**config.mk**
```make
export PLATFORM = sky130hd
export DESIGN_NAME = graph_reachability_bfs_top
export DESIGN_NICKNAME = d
export VERILOG_FILES = /design/src/design/gbfs_pkg.sv /design/src/design/gbfs_cell.sv /design/src/design/graph_reachability_bfs_top.sv
export SDC_FILE = /design/constraint.sdc
export NUM_CORES = 1
export LEC_CHECK = 0
export ABC_AREA = 1
export BUFFER_PORTS_ARGS = -buffer_cell sky130_fd_sc_hd__buf_2
export CAP_MARGIN = 30
export CORE_MARGIN = 5
export CORE_UTILIZATION = 50
export DETAILED_ROUTE_END_ITERATION = 16
export HOLD_SLACK_MARGIN = 0.15
export PLACE_DENSITY = 0.65
export SLEW_MARGIN = 10
export SYNTH_ARGS = -nofsm -noshare
export SYNTH_HDL_FRONTEND = slang
export SYNTH_HIERARCHICAL = 1
export SYNTH_SLANG_ARGS = --single-unit
```
**constraint.sdc**
```tcl
create_clock -name clk -period 8.33 [get_ports clk]
set_clock_uncertainty 0.05 [all_clocks]
set_input_delay 1.2495 -clock clk [delete_from_list [all_inputs] [get_ports clk]]
set_output_delay 1.2495 -clock clk [all_outputs]
set_load 0.005 [all_outputs]
```
**src/design/gbfs_pkg.sv**
```systemverilog
package gbfs_pkg;

    // Default graph size and fixed field widths.
    localparam int NUM_VERTICES_DEF = 16;
    localparam int MODE_W           = 2;
    localparam int VERTEX_W         = 4;

    // Item kinds carried on the mode field.
    typedef enum logic [MODE_W-1:0] {
        MODE_CLEAR = 2'd0,
        MODE_ADD   = 2'd1,
        MODE_QUERY = 2'd2
    } mode_t;

    // Command broadcast to every vertex cell.
    typedef enum logic [2:0] {
        CELL_HOLD,
        CELL_CLEAR,
        CELL_ADD,
        CELL_LOAD,
        CELL_STEP
    } cell_op_t;

    // Controller states.
    typedef enum logic {
        ST_IDLE,
        ST_SEARCH
    } state_t;

endpackage

```
**src/design/gbfs_cell.sv**
```systemverilog
module gbfs_cell #(
    parameter int NUM_VERTICES = gbfs_pkg::NUM_VERTICES_DEF,
    parameter int INDEX        = 0
) (
    input  logic                    clk,
    input  logic                    rst_n,
    input  gbfs_pkg::cell_op_t      op,
    input  logic [NUM_VERTICES-1:0] vec_a,
    input  logic [NUM_VERTICES-1:0] vec_b,
    input  logic                    any_in,
    output logic                    frontier,
    output logic                    visited,
    output logic                    any_out
);
    import gbfs_pkg::*;

    logic [NUM_VERTICES-1:0] row_reg;
    logic [NUM_VERTICES-1:0] row_next;
    logic                    frontier_reg;
    logic                    frontier_next;
    logic                    visited_reg;
    logic                    visited_next;
    logic                    hit;

    // The matrix is symmetric, so this vertex joins the next frontier, if not yet
    // visited, when its own row meets the broadcast selection vector.
    assign hit = |(row_reg & vec_a);

    // Next row and search bits for this vertex.
    always_comb
    begin
        row_next      = row_reg;
        frontier_next = frontier_reg;
        visited_next  = visited_reg;
        unique case (op)
            CELL_CLEAR:
            begin
                row_next = '0;
            end
            CELL_ADD:
            begin
                if (vec_a[INDEX])
                begin
                    row_next = row_next | vec_b;
                end
                if (vec_b[INDEX])
                begin
                    row_next = row_next | vec_a;
                end
            end
            CELL_LOAD:
            begin
                frontier_next = hit;
                visited_next  = hit;
            end
            CELL_STEP:
            begin
                frontier_next = hit & ~visited_reg;
                visited_next  = visited_reg | (hit & ~visited_reg);
            end
            default:
            begin
                row_next = row_reg;
            end
        endcase
    end

    // Row and search state registers.
    always_ff @(posedge clk or negedge rst_n)
    begin
        if (!rst_n)
        begin
            row_reg      <= '0;
            frontier_reg <= 1'b0;
            visited_reg  <= 1'b0;
        end
        else
        begin
            row_reg      <= row_next;
            frontier_reg <= frontier_next;
            visited_reg  <= visited_next;
        end
    end

    // Frontier-occupied flag ripples along the row of cells.
    assign frontier = frontier_reg;
    assign visited  = visited_reg;
    assign any_out  = any_in | frontier_reg;

endmodule

```
**src/design/graph_reachability_bfs_top.sv**
```systemverilog
// Graph reachability by breadth-first search over an adjacency bit matrix.
//
// Input channel (in_valid/in_ready) carries one beat per item: mode,
// first_vertex and second_vertex. Mode clear empties the graph, mode add
// joins the two vertices by an undirected edge, mode query asks whether
// second_vertex lies on a walk of one or more edges from first_vertex.
// Unused mode codes are dropped. Output channel (out_valid/out_ready) gives
// one reachable beat per query.
//
// Clear and add may follow each other back to back.
// A query loads the first frontier in its accept cycle, then expands one
// BFS level per cycle in a row of NUM_VERTICES vertex cells, one cell per
// adjacency row; the result is registered once the frontier runs empty
// and the output register is free. in_ready is low while a search runs.
//
// Reset clears the adjacency matrix and the output valid flag. While the
// receiver stalls, a finished result waits in the output register and clear
// and add beats are still taken; a later query keeps its result in the search
// until the output register frees up.
module graph_reachability_bfs_top #(
    parameter int NUM_VERTICES = gbfs_pkg::NUM_VERTICES_DEF
) (
    input  logic                          clk,
    input  logic                          rst_n,
    input  logic                          in_valid,
    output logic                          in_ready,
    input  logic [gbfs_pkg::MODE_W-1:0]   mode,
    input  logic [gbfs_pkg::VERTEX_W-1:0] first_vertex,
    input  logic [gbfs_pkg::VERTEX_W-1:0] second_vertex,
    output logic                          out_valid,
    input  logic                          out_ready,
    output logic                          reachable
);
    import gbfs_pkg::*;

    state_t                  state_reg;
    state_t                  state_next;
    logic                    out_valid_reg;
    logic                    out_valid_next;
    logic                    reachable_reg;
    logic                    reachable_next;
    logic [NUM_VERTICES-1:0] exit_reg;
    logic [NUM_VERTICES-1:0] exit_next;

    logic [NUM_VERTICES-1:0] sel_a;
    logic [NUM_VERTICES-1:0] sel_b;
    logic [NUM_VERTICES-1:0] vec_a;
    logic [NUM_VERTICES-1:0] frontier_vec;
    logic [NUM_VERTICES-1:0] visited_vec;
    logic [NUM_VERTICES:0]   any_chain;
    cell_op_t                op;
    logic                    accept;
    logic                    out_free;

    // One-hot vertex selects; an index past the graph selects nothing.
    always_comb
    begin
        for (int i = 0; i < NUM_VERTICES; i++)
        begin
            sel_a[i] = (32'(first_vertex) == i);
            sel_b[i] = (32'(second_vertex) == i);
        end
    end

    assign accept   = in_valid && in_ready;
    assign out_free = !out_valid_reg || out_ready;

    // During a search the frontier is broadcast; otherwise the entrance.
    assign vec_a = (state_reg == ST_SEARCH) ? frontier_vec : sel_a;

    // Controller: decode items, run the search, load the output register.
    always_comb
    begin
        state_next     = state_reg;
        op             = CELL_HOLD;
        exit_next      = exit_reg;
        reachable_next = reachable_reg;
        out_valid_next = out_valid_reg && !out_ready;
        in_ready       = (state_reg == ST_IDLE);
        unique case (state_reg)
            ST_IDLE:
            begin
                if (accept)
                begin
                    unique case (mode)
                        MODE_CLEAR:
                        begin
                            op = CELL_CLEAR;
                        end
                        MODE_ADD:
                        begin
                            if ((|sel_a) && (|sel_b))
                            begin
                                op = CELL_ADD;
                            end
                        end
                        MODE_QUERY:
                        begin
                            // Out-of-range vertices give an empty start or exit.
                            op         = CELL_LOAD;
                            exit_next  = ((|sel_a) && (|sel_b)) ? sel_b : '0;
                            state_next = ST_SEARCH;
                        end
                        default:
                        begin
                            op = CELL_HOLD;
                        end
                    endcase
                end
            end
            ST_SEARCH:
            begin
                if (any_chain[NUM_VERTICES])
                begin
                    op = CELL_STEP;
                end
                else if (out_free)
                begin
                    out_valid_next = 1'b1;
                    reachable_next = |(visited_vec & exit_reg);
                    state_next     = ST_IDLE;
                end
            end
            default:
            begin
                state_next = ST_IDLE;
            end
        endcase
    end

    // Control state.
    always_ff @(posedge clk or negedge rst_n)
    begin
        if (!rst_n)
        begin
            state_reg     <= ST_IDLE;
            out_valid_reg <= 1'b0;
        end
        else
        begin
            state_reg     <= state_next;
            out_valid_reg <= out_valid_next;
        end
    end

    // Payload registers.
    always_ff @(posedge clk)
    begin
        exit_reg      <= exit_next;
        reachable_reg <= reachable_next;
    end

    // Row of vertex cells.
    assign any_chain[0] = 1'b0;

    for (genvar g = 0; g < NUM_VERTICES; g++)
    begin : g_cell
        gbfs_cell #(
            .NUM_VERTICES (NUM_VERTICES),
            .INDEX        (g)
        ) u_cell (
            .clk      (clk),
            .rst_n    (rst_n),
            .op       (op),
            .vec_a    (vec_a),
            .vec_b    (sel_b),
            .any_in   (any_chain[g]),
            .frontier (frontier_vec[g]),
            .visited  (visited_vec[g]),
            .any_out  (any_chain[g+1])
        );
    end

    assign out_valid = out_valid_reg;
    assign reachable = reachable_reg;

endmodule

```
==> results of run 1 <==
==> cell families after synthesis <==
kind of cell	share of synthesized area, %
and+or+nand+nor	40.3
AOI/OAI and AO/OA	12.5
DFF	42.0
buffers and inverters	5.25
other	0.0203
==> through the flow <==
stage	total power (uW)	setup slack (ns)	area, um^2	util (%)	instances
finish	4130	1.72	20400	55.8	3058
global route	4300	1.47	20400	55.8	3058
CTS	4150	1.75	20400	55.7	3057
detailed placement	2460	1.77	19100	52.2	2987
global placement	2440	1.76	19000	52.1	2985
floorplan	2240	2.00	18500	-	2564
==> cells in the mapped netlist (15+ instances only) <==
| cell type | instances |
|---|---|
| sky130_fd_sc_hd__a21oi_1 | 128 |
| sky130_fd_sc_hd__a21oi_2 | 159 |
| sky130_fd_sc_hd__buf_2 | 48 |
| sky130_fd_sc_hd__buf_4 | 18 |
| sky130_fd_sc_hd__buf_6 | 18 |
| sky130_fd_sc_hd__clkbuf_2 | 15 |
| sky130_fd_sc_hd__dfrtp_1 | 290 |
| sky130_fd_sc_hd__edfxtp_1 | 17 |
| sky130_fd_sc_hd__inv_1 | 64 |
| sky130_fd_sc_hd__nand2_1 | 1019 |
| sky130_fd_sc_hd__nand3_1 | 33 |
| sky130_fd_sc_hd__nand3_4 | 15 |
| sky130_fd_sc_hd__nor2_1 | 476 |
| sky130_fd_sc_hd__nor2_2 | 152 |
| sky130_fd_sc_hd__nor3_4 | 15 |
| sky130_fd_sc_hd__o21ai_0 | 48 |
| sky130_fd_sc_hd__or2_2 | 15 |
==> final timing paths <==
| path | from | end | cells after the start |
|---|---|---|---|
| min reg2reg | g_cell[6].u_cell/row_reg[3]$_DFFE_PN0P_ | g_cell[6].u_cell/row_reg[3]$_DFFE_PN0P_ | 2 |
| max in group asynchronous | rst_n | g_cell[9].u_cell/row_reg[9]$_DFFE_PN0P_ | 2 |
| min | g_cell[6].u_cell/row_reg[3]$_DFFE_PN0P_ | g_cell[6].u_cell/row_reg[3]$_DFFE_PN0P_ | 2 |
| max reg2reg | g_cell[0].u_cell/frontier$_DFFE_PN0P_ | g_cell[10].u_cell/row_reg[0]$_DFFE_PN0P_ | 23 |
| min in group asynchronous | rst_n | g_cell[11].u_cell/row_reg[7]$_DFFE_PN0P_ | 1 |
| max | g_cell[0].u_cell/frontier$_DFFE_PN0P_ | g_cell[10].u_cell/row_reg[0]$_DFFE_PN0P_ | 23 |
==> routing by layer <==
layer,global-route usage (%),up-vias
met2,43.9,584
met4,9.84,0
met3,3.72,123
met5,0,-
li1,-,8009
met1,37.9,8003
==> area by class of cell <==
| class | count | area share, % |
|---|---|---|
| tap | 468 | 2.87 |
| clock inverter | 9 | 0.331 |
| timing repair buffer | 56 | 2.27 |
| clock buffer | 61 | 5.95 |
| inverter | 79 | 1.52 |
| multi-input combinational | 2078 | 49.0 |
| sequential | 307 | 38.1 |
==> power by group <==
group / switching (uW) / internal [uW] / total [uW]
registers: 79.1 / 1580 / 1660
clock network: 657 / 1030 / 1680
logic: 614 / 169 / 783
==> worst max-delay path, cell delays in order, from the launching register on <==
cell and delay (ns):
sky130_fd_sc_hd__dfrtp_1 0.40, sky130_fd_sc_hd__or2_2 0.29, sky130_fd_sc_hd__or2_2 0.26, sky130_fd_sc_hd__or2_2 0.26, sky130_fd_sc_hd__or2_2 0.26, sky130_fd_sc_hd__or2_2 0.26, sky130_fd_sc_hd__or2_2 0.26, sky130_fd_sc_hd__or2_2 0.27
sky130_fd_sc_hd__or2_2 0.26, sky130_fd_sc_hd__or2_2 0.26, sky130_fd_sc_hd__or2_2 0.26, sky130_fd_sc_hd__or2_1 0.19, sky130_fd_sc_hd__or2_2 0.27, sky130_fd_sc_hd__or2_2 0.27, sky130_fd_sc_hd__or2_2 0.26, sky130_fd_sc_hd__or2_2 0.26
sky130_fd_sc_hd__or2_2 0.31, sky130_fd_sc_hd__nand2_1 0.09, sky130_fd_sc_hd__inv_2 0.30, sky130_fd_sc_hd__buf_4 0.39, sky130_fd_sc_hd__inv_1 0.12, sky130_fd_sc_hd__nand2_1 0.08, sky130_fd_sc_hd__nor2_2 0.64, sky130_fd_sc_hd__a21oi_1 0.15
==> impl_summary.log, run 1 <==
[metrics] chip height: about 200 um
[metrics] largest net degree at the start of global routing: about 150
[metrics] flip-flop and latch area: ~7800 um^2
[metrics] DRT Pass-1 Iters: 7
[metrics] number of standard cells after synthesis: around 2600
[metrics] setup TNS: 0 ns
[metrics] Final min period: 6.61 ns
[metrics] Post-Synthesis Cell Area: between 15000 and 20000 um^2
[metrics] Top Ports: 17
[metrics] share of cells above drive strength 1: 20.3%
[metrics] setup fix buffers added after clock tree synthesis: 0
[metrics] Period Utilization, post-route: 79.4%
[metrics] via count: roughly 17000
[metrics] class of the tightest hold or removal check: reg2reg
[metrics] number of rows in the core area: 70
[metrics] type of the worst setup path: reg2reg
[metrics] first-pass GRT wire length: between 80 and 90 mm
[metrics] Seq/Total Area, Yosys: between 40% and 50%
[metrics] max-cap violation count: 0
[metrics] total routing usage reported by global routing: 27.2%
[metrics] WL per Instance: ~18 um
[metrics] worst-case register-to-register setup slack: between 1.5 and 2 ns
[metrics] Syn Area/Cell: just over 7 um^2
[metrics] highest metal used: met4
[metrics] power per standard cell area: a little over 200 nW/um^2
[metrics] CP Data Arrival Time: slightly below 7 ns
[metrics] asr flop ratio synth: a little over nine tenths
[metrics] leading cell type in the layout, fill and taps excluded: sky130_fd_sc_hd__nand2_1
[metrics] dominant cell type by area after synthesis: sky130_fd_sc_hd__dfrtp_1
[metrics] top fanout value on the critical path: 25
[metrics] post-synthesis register bit count: 307
[metrics] number of nets produced by synthesis: between 2000 and 3000
[metrics] number of fill cells: ~3500
[metrics] clock-pin slew on the worst setup and hold paths: 0.06 ns
[metrics] remaining design rule violation count: 0
[metrics] number of buffers between clock root and the deepest sink: 3
[metrics] via density per instance: 5.47
[metrics] post-detailed-routing wire length: around 56 mm
[metrics] hold buffer count at CTS: 0
[metrics] GRT overflow: 0
[metrics] flip-flop count of the largest register after layout: 256
[metrics] Least-Margin Pin Slew: 0.938 ns
[metrics] detailed route wirelength on metal3: roughly 4.4 mm
[metrics] cell at the root of the clock tree: sky130_fd_sc_hd__clkbuf_16
[metrics] clock latency on the worst-skew pair: 0.55 ns
[metrics] gpl congestion: slightly below 0.9
[metrics] launching element type of the critical path: flop
[metrics] required time reported for the critical path endpoint: 8.67 ns
[metrics] worst slack on hold paths: about 0.44 ns
[metrics] initial core utilization: roughly 50%
[metrics] number of hold-slack violations in the final timing report: 0
[metrics] nature of the critical path endpoint: flop
[metrics] maximum frequency from static timing analysis: around 150 MHz
[metrics] number of warnings reported in the yosys synthesis log: 6
[metrics] TritonCTS clock tree: yes
[metrics] Synth cell types: 32
[metrics] area growth from synthesis to layout: 10.3%
[metrics] Port Buf Inserts: 16
[metrics] final setup fails: 0
[metrics] initial antenna violation count: 0
[metrics] cells resized by post-CTS repair: 0
[metrics] Met1 Routed Length: between 20 and 25 mm
[metrics] number of enable flip-flop cells after synthesis: 17
[metrics] sum of met2 wire segment lengths after detailed routing: 25.5 mm
[metrics] number of buffers inserted during clock tree synthesis: 38
[metrics] number of global-route vias before repair: between 15000 and 20000
[metrics] total inserted antenna cells: 0
[metrics] maximum VDD drop: between 150 and 200 uV
[metrics] result of the run: finished clean
[metrics] core outline area: 36500 um^2
[metrics] depth of the CTS H-tree: 2
[metrics] area of the multi-input gates: roughly 10000 um^2
[metrics] final max-slew violation count: 0
[metrics] unrepaired setup endpoints after global routing: no
[metrics] number of clock sinks: between 300 and 400
[metrics] commonest cells after routing, fill and taps aside: sky130_fd_sc_hd__nand2_1 (1019), sky130_fd_sc_hd__nor2_1 (460), sky130_fd_sc_hd__dfrtp_1 (290)
[metrics] die footprint: between 40000 and 50000 um^2
[metrics] die width: slightly above 200 um
[metrics] worst slew slack as a fraction of its limit: between 30% and 40%
[metrics] Yosys top cell area share: slightly below 40%
[metrics] cells taking the most area after synthesis: sky130_fd_sc_hd__dfrtp_1 (39%), sky130_fd_sc_hd__nand2_1 (21%), sky130_fd_sc_hd__nor2_1 (9.7%)
[metrics] Most used DFF post-synth: sky130_fd_sc_hd__dfrtp_1
[metrics] static power due to leakage: around 0.0086 uW
[metrics] DRC violation total after the first TritonRoute iteration: about 1500
[metrics] Final Net Count: between 2000 and 3000
[metrics] Detail Placement HPWL: between 30 and 40 mm
[metrics] Antenna Violating Nets Remaining: 0
Note: power is estimated with default switching activity, not from simulation.
==> run 2: changes to the inputs <==
clock period = 6.4 ns   (was 8.33 ns; I/O delays follow)
==> impl_summary.log, run 2 (same netlist as run 1, synthesis figures left out) <==
[metrics] remaining design rule violation count: 0 (unchanged)
[metrics] Antenna Violating Nets Remaining: 0 (unchanged)
[metrics] required time reported for the critical path endpoint: 6.83 ns (-1.84 ns)
[metrics] initial core utilization: 50.6% (unchanged)
[metrics] number of buffers between clock root and the deepest sink: 3 (unchanged)
[metrics] chip height: 202 um (unchanged)
[metrics] met3 Resource Use GR: 4.40% (+0.67 points)
[metrics] Port Buf Inserts: 16 (unchanged)
[metrics] largest incremental delay on the critical path: 0.40 ns (-0.24 ns)
[metrics] master of the slowest instance on the critical path: sky130_fd_sc_hd__dfrtp_1
[metrics] depth of the worst register-to-register path: 24 (+4.3%)
[metrics] worst slew slack as a fraction of its limit: 33.3% (-4.0 points)
[metrics] static power due to leakage: 0.00865 uW (+0.92%)
[metrics] DRT Pass-1 Iters: 5 (-2)
[metrics] maximum frequency from static timing analysis: 169 MHz (+12%)
[metrics] Detail Placement HPWL: 34.3 mm (+2.7%)
[metrics] hold buffer count at CTS: 0 (unchanged)
[metrics] Sw Share: 33.0% (+0.27 points)
[metrics] TritonCTS clock tree: yes
[metrics] final max-slew violation count: 0 (unchanged)
[metrics] met2 track demand over resource in global routing: 44.4% (+0.52 points)
[metrics] clock latency on the worst-skew pair: 0.56 ns (about the same)
[metrics] largest net degree at the start of global routing: 145 (unchanged)
[metrics] via count: 17000 (+1.5%)
[metrics] crit-path leading delay family: simple AND/OR/NAND/NOR gates
[metrics] cells resized by post-CTS repair: 0 (unchanged)
[metrics] initial antenna violation count: 0 (unchanged)
[metrics] setup TNS: 0 ns (unchanged)
[metrics] commonest cells after routing, fill and taps aside: sky130_fd_sc_hd__nand2_1 (1019), sky130_fd_sc_hd__nor2_1 (460), sky130_fd_sc_hd__dfrtp_1 (290)
[metrics] depth of the CTS H-tree: 2 (unchanged)
[metrics] final setup fails: 0 (unchanged)
[metrics] launching element type of the critical path: flop
[metrics] flip-flop count of the largest register after layout: 256 (unchanged)
[metrics] Period Utilization, post-route: 92.2% (+13 points)
[metrics] CP Data Arrival Time: 6.33 ns (-0.62 ns)
[metrics] unrepaired setup endpoints after global routing: no
[metrics] result of the run: finished clean
[metrics] GRT overflow: 0 (unchanged)
[metrics] post-detailed-routing wire length: 56.9 mm (+2.1%)
[metrics] die width: 202 um (unchanged)
[metrics] Final min period: 5.90 ns (-0.711 ns)
[metrics] die footprint: 40900 um^2 (unchanged)
[metrics] class of the tightest hold or removal check: in2async
[metrics] number of buffers inserted during clock tree synthesis: 37 (-2.6%)
[metrics] post-layout power: 5370 uW (+30%)
[metrics] number of rows in the core area: 70 (unchanged)
[metrics] Most Frequent Cell on Critical Path: sky130_fd_sc_hd__or2_2
[metrics] total inserted antenna cells: 0 (unchanged)
[metrics] nature of the critical path endpoint: flop
[metrics] portion of total power attributed to the clock network: 39.9% (-0.9 points)
[metrics] Internal Dissipation: 3600 uW (+29%)
[metrics] chain of cells forming the critical path: or2_2 -> or2_2 -> or2_2 -> or2_2 -> or2_2 -> or2_2 -> or2_2 -> or2_2 -> or2_2 -> or2_2 -> or2_1 -> or2_2 -> or2_2 -> or2_2 -> or2_2 -> or2_2 -> nand2_1 -> inv_2 -> buf_4 -> inv_1 -> nand3_4 -> nor2_1 -> nand2_1 -> a21oi_1
[metrics] critical path buffer and inverter count: 3 (unchanged)
[metrics] switching power: 1770 uW (+31%)
[metrics] via density per instance: 5.52 (+0.91%)
[metrics] area growth from synthesis to layout: 10.8%
[metrics] share of cells above drive strength 1: 20.9% (+0.59 points)
[metrics] core outline area: 36500 um^2 (unchanged)
[metrics] type of the worst setup path: reg2reg
[metrics] WL per Instance: 18.5 um (+1.5%)
[metrics] number of hold-slack violations in the final timing report: 0 (unchanged)
[metrics] met1 usage: 38.9% (+0.95 points)
[metrics] gr busiest metal: met2
[metrics] utilization after layout: 56.1% (+0.28 points)
[metrics] Least-Margin Pin Slew: 1.00 ns (+0.0624 ns)
[metrics] setup slack at placement: 0.527 ns (-1.24 ns)
[metrics] cell at the root of the clock tree: sky130_fd_sc_hd__clkbuf_16
[metrics] setup fix buffers added after clock tree synthesis: 0 (unchanged)
[metrics] fraction of power consumed by sequential logic: 40.4% (+0.2 points)
[metrics] DRC violation total after the first TritonRoute iteration: 1439 (-6.8%)
[metrics] first-pass GRT wire length: 90.4 mm (+2.1%)
[metrics] total routing usage reported by global routing: 27.8% (+0.56 points)
[metrics] max-cap violation count: 0 (unchanged)
[metrics] final setup margin: 0.497 ns (-1.22 ns)
[metrics] maximum VDD drop: 241 uV (+55%)
[metrics] gpl congestion: 0.914 (+3.5%)
[metrics] Final Net Count: 2595 (+0.82%)
[metrics] number of clock sinks: 307 (unchanged)
[metrics] clock-pin slew on the worst setup and hold paths: 0.06 ns (about the same)
[metrics] number of global-route vias before repair: 16200 (+1.9%)
[metrics] combinational share of power: 19.7% (+0.7 points)
[metrics] CP Depth: 24 (+4.3%)
[metrics] power per standard cell area: 262 nW/um^2 (+29%)
[metrics] leading cell type in the layout, fill and taps excluded: sky130_fd_sc_hd__nand2_1
[metrics] Top Ports: 17 (unchanged)
[metrics] top fanout value on the critical path: 16 (-36%)
run 2: changes by cell type in the layout (fill, tap and decap cells not counted), sizes merged:
cell | before | now
clkinv | 8 | 3
buf | 56 | 78
inv | 79 | 80
run 2: final cells by class:
type	count	area, um^2
fillers	3401	16000
multi-input cells	2078	9980
clock buffers	61	1170
clock inverters	5	53.8
flip-flops and latches	307	7770
well taps	468	586
repair buffers	78	623
inverters	79	309
run 2: power by group through the flow:
| stage | sequential [uW] | combinational, uW | clock, uW |
|---|---|---|---|
| after floorplan | 2140 | 779 | 0 |
| after global placement | 2190 | 1030 | 0 |
| after detailed placement | 2190 | 1050 | 0 |
| after CTS | 2160 | 1050 | 2180 |
| after global routing | 2170 | 1150 | 2260 |
| final | 2170 | 1060 | 2140 |
run 2: worst paths after layout:
kind | from | to | slack, ns
max | g_cell[0].u_cell/frontier$_DFFE_PN0P_ | g_cell[2].u_cell/row_reg[2]$_DFFE_PN0P_ | 0.50
min | rst_n | g_cell[11].u_cell/row_reg[14]$_DFFE_PN0P_ | 0.31
max reg2reg | g_cell[0].u_cell/frontier$_DFFE_PN0P_ | g_cell[2].u_cell/row_reg[2]$_DFFE_PN0P_ | 0.50
min reg2reg | g_cell[0].u_cell/row_reg[2]$_DFFE_PN0P_ | g_cell[0].u_cell/row_reg[2]$_DFFE_PN0P_ | 0.44
max in group asynchronous | rst_n | g_cell[10].u_cell/row_reg[10]$_DFFE_PN0P_ | 4.74
min in group clk | g_cell[0].u_cell/row_reg[2]$_DFFE_PN0P_ | g_cell[0].u_cell/row_reg[2]$_DFFE_PN0P_ | 0.44
run 2: through the flow:
stage	area (um^2)	instances	hold WS, ns
2_1_floorplan	18500	2564	0.414
3_3_place_gp	19200	3006	0.423
3_5_place_dp	19300	3010	0.430
6_report	20500	3076	0.309
4_1_cts	20500	3076	0.352
5_1_grt	20500	3076	0.379
run 2: metal layers:
| layer | vias up | part of all wire, % |
|---|---|---|
| met5 | - | 0 |
| met4 | 0 | 3.5 |
| met3 | 138 | 7.5 |
| met2 | 582 | 46 |
| met1 | 8189 | 43 |
| li1 | 8061 | - |
==> run 3: changes to the inputs <==
clock period = 6.3 ns   (was 6.4 ns; I/O delays follow)
==> impl_summary.log, run 3 (same netlist as run 1, synthesis figures left out) <==
[metrics] launching element type of the critical path: flop
[metrics] Final Net Count: 2595 (unchanged)
[metrics] Most Frequent Cell on Critical Path: sky130_fd_sc_hd__or2_2
[metrics] core outline area: 36500 um^2 (unchanged)
[metrics] reg2reg start: g_cell[0].u_cell/frontier$_DFFE_PN0P_
[metrics] number of buffers inserted during clock tree synthesis: 37 (unchanged)
[metrics] number of rows in the core area: 70 (unchanged)
[metrics] sum of met2 wire segment lengths after detailed routing: 26.5 mm (+0.97%)
[metrics] initial antenna violation count: 0 (unchanged)
[metrics] largest incremental delay on the critical path: 0.44 ns (+0.04 ns)
[metrics] max-cap violation count: 0 (unchanged)
[metrics] number of hold-slack violations in the final timing report: 0 (unchanged)
[metrics] gpl congestion: 0.856 (-6.3%)
[metrics] Port Buf Inserts: 16 (unchanged)
[metrics] highest metal used: met4
[metrics] final setup margin: 0.513 ns (+0.0161 ns)
[metrics] total routing usage reported by global routing: 28.7% (+0.88 points)
[metrics] worst-case register-to-register setup slack: 0.51 ns (+0.02 ns)
[metrics] setup slack at placement: 0.506 ns (-0.0218 ns)
[metrics] leading cell type in the layout, fill and taps excluded: sky130_fd_sc_hd__nand2_1
[metrics] Critical R2R Capture: g_cell[10].u_cell/row_reg[8]$_DFFE_PN0P_
[metrics] detailed route wirelength on metal3: 5.32 mm (+24%)
[metrics] number of buffers between clock root and the deepest sink: 3 (unchanged)
[metrics] depth of the CTS H-tree: 2 (unchanged)
[metrics] GRT overflow: 0 (unchanged)
[metrics] clock-pin slew on the worst setup and hold paths: 0.06 ns (about the same)
[metrics] cells resized by post-CTS repair: 0 (unchanged)
[metrics] WL per Instance: 19.2 um (+3.6%)
[metrics] CP Data Arrival Time: 6.21 ns (-0.12 ns)
[metrics] maximum frequency from static timing analysis: 173 MHz (+2.0%)
[metrics] top fanout value on the critical path: 29 (+13)
[metrics] share of cells above drive strength 1: 22.1% (+1.1 points)
[metrics] nature of the critical path endpoint: flop
[metrics] commonest cells after routing, fill and taps aside: sky130_fd_sc_hd__nand2_1 (1018), sky130_fd_sc_hd__nor2_1 (460), sky130_fd_sc_hd__dfrtp_1 (290)
[metrics] Detail Placement HPWL: 35.0 mm (+1.8%)
[metrics] number of global-route vias before repair: 16300 (+0.93%)
[metrics] die footprint: 40900 um^2 (unchanged)
[metrics] master of the slowest instance on the critical path: sky130_fd_sc_hd__nand2_2
[metrics] maximum VDD drop: 227 uV (-6.0%)
[metrics] depth of the worst register-to-register path: 22 (-8.3%)
[metrics] DRT Pass-1 Iters: 5 (unchanged)
[metrics] DRC violation total after the first TritonRoute iteration: 1550 (+7.7%)
[metrics] flip-flop count of the largest register after layout: 256 (unchanged)
[metrics] Period Utilization, post-route: 91.9% (-0.38 points)
[metrics] cell at the root of the clock tree: sky130_fd_sc_hd__clkbuf_16
[metrics] Final min period: 5.79 ns (-0.116 ns)
[metrics] final setup fails: 0 (unchanged)
[metrics] total inserted antenna cells: 0 (unchanged)
[metrics] via density per instance: 5.56 (+0.80%)
[metrics] result of the run: finished clean
[metrics] largest net degree at the start of global routing: 133 (-8.3%)
[metrics] hold buffer count at CTS: 0 (unchanged)
[metrics] clock latency on the worst-skew pair: 0.54 ns (-0.02 ns)
[metrics] via count: 17100 (+0.77%)
[metrics] Met1 Routed Length: 25.1 mm (+2.8%)
[metrics] Antenna Violating Nets Remaining: 0 (unchanged)
[metrics] Top Ports: 17 (unchanged)
[metrics] area growth from synthesis to layout: 11.4%
[metrics] initial core utilization: 50.6% (unchanged)
[metrics] chain of cells forming the critical path: or2_4 -> or2_2 -> or2_2 -> or2_2 -> or2_2 -> or2_2 -> or2_2 -> or2_2 -> or2_2 -> or2_2 -> or2_1 -> or2_2 -> or2_4 -> or2_4 -> or2_4 -> or2_4 -> nand2_2 -> clkinvlp_4 -> nor2_2 -> nand2_2 -> buf_4 -> a21oi_2
[metrics] type of the worst setup path: reg2reg
[metrics] remaining design rule violation count: 0 (unchanged)
[metrics] worst slew slack as a fraction of its limit: 30.4% (-2.8 points)
[metrics] setup TNS: 0 ns (unchanged)
[metrics] die width: 202 um (unchanged)
[metrics] chip height: 202 um (unchanged)
[metrics] required time reported for the critical path endpoint: 6.72 ns (-0.11 ns)
[metrics] static power due to leakage: 0.00867 uW (+0.27%)
[metrics] TritonCTS clock tree: yes
[metrics] class of the tightest hold or removal check: in2async
[metrics] number of clock sinks: 307 (unchanged)
[metrics] post-detailed-routing wire length: 58.9 mm (+3.6%)
[metrics] unrepaired setup endpoints after global routing: no
[metrics] power per standard cell area: 267 nW/um^2 (+2.1%)
[metrics] first-pass GRT wire length: 93.0 mm (+2.9%)
[metrics] final max-slew violation count: 0 (unchanged)
[metrics] Least-Margin Pin Slew: 1.04 ns (+0.0426 ns)
[metrics] setup fix buffers added after clock tree synthesis: 0 (unchanged)
run 3: changes by cell type in the layout (fill, tap and decap cells not counted), moves of 2 or more:
cell / change
sky130_fd_sc_hd__inv_1: -15
sky130_fd_sc_hd__clkbuf_1: -6
sky130_fd_sc_hd__or2_2: -5
sky130_fd_sc_hd__buf_8: -2
sky130_fd_sc_hd__a21oi_1: -10
sky130_fd_sc_hd__or2_4: +5
sky130_fd_sc_hd__buf_16: +2
sky130_fd_sc_hd__a21oi_2: +10
sky130_fd_sc_hd__clkinv_1: +2
sky130_fd_sc_hd__inv_2: +14
sky130_fd_sc_hd__clkinv_2: +2
run 3: worst max path at each step:
stage | from | endpoint | slack, ns | depth (start not counted)
2_1_floorplan | g_cell[1].u_cell/frontier$_DFFE_PN0P_ | g_cell[10].u_cell/row_reg[14]$_DFFE_PN0P_ | 0.21 | 23
3_3_place_gp | g_cell[0].u_cell/frontier$_DFFE_PN0P_ | g_cell[10].u_cell/row_reg[2]$_DFFE_PN0P_ | 0.50 | 22
3_5_place_dp | g_cell[0].u_cell/frontier$_DFFE_PN0P_ | g_cell[10].u_cell/row_reg[8]$_DFFE_PN0P_ | 0.51 | 22
4_1_cts | g_cell[0].u_cell/frontier$_DFFE_PN0P_ | g_cell[10].u_cell/row_reg[8]$_DFFE_PN0P_ | 0.50 | 22
5_1_grt | g_cell[0].u_cell/frontier$_DFFE_PN0P_ | g_cell[10].u_cell/row_reg[11]$_DFFE_PN0P_ | 0.15 | 23
6_report | g_cell[0].u_cell/frontier$_DFFE_PN0P_ | g_cell[10].u_cell/row_reg[8]$_DFFE_PN0P_ | 0.51 | 22
run 3: worst max-delay path: cells and delay by family (launching register included):
family,cells,cell delay [ns]
simple gates,19,4.65
compound gates,1,0.12
flops,1,0.39
buf+inv,2,0.47
run 3: cell type report:
| type | instances | area [um^2] |
|---|---|---|
| fillers | 3431 | 15900 |
| multi-input cells | 2078 | 10000 |
| flip-flops and latches | 307 | 7770 |
| clock buffers | 55 | 1150 |
| repair buffers | 78 | 648 |
| well taps | 468 | 586 |
| inverters | 79 | 313 |
| clock inverters | 10 | 101 |
run 3: layer usage:
layer | vias to the layer above | GRT usage (%)
met5 | - | 0
met4 | 0 | 9.97
met3 | 142 | 4.83
met2 | 693 | 45.3
met1 | 8211 | 40.2
li1 | 8055 | -
run 3: through the flow:
step | hold WS, ns | cells | total power [uW] | util, % | cell area (um^2)
after global placement | 0.423 | 3006 | 3310 | 52.7 | 19200
final | 0.363 | 3075 | 5500 | 56.4 | 20600
after CTS | 0.403 | 3074 | 5520 | 56.3 | 20600
after floorplan | 0.414 | 2564 | 2990 | - | 18500
after detailed placement | 0.428 | 3009 | 3330 | 52.9 | 19300
after global routing | 0.431 | 3075 | 5720 | 56.4 | 20600
run 3: report_power, final:
group | internal (uW) | switching (uW)
clock | 1340 | 857
sequential | 2090 | 115
combinational | 266 | 839
total | 3690 | 1810
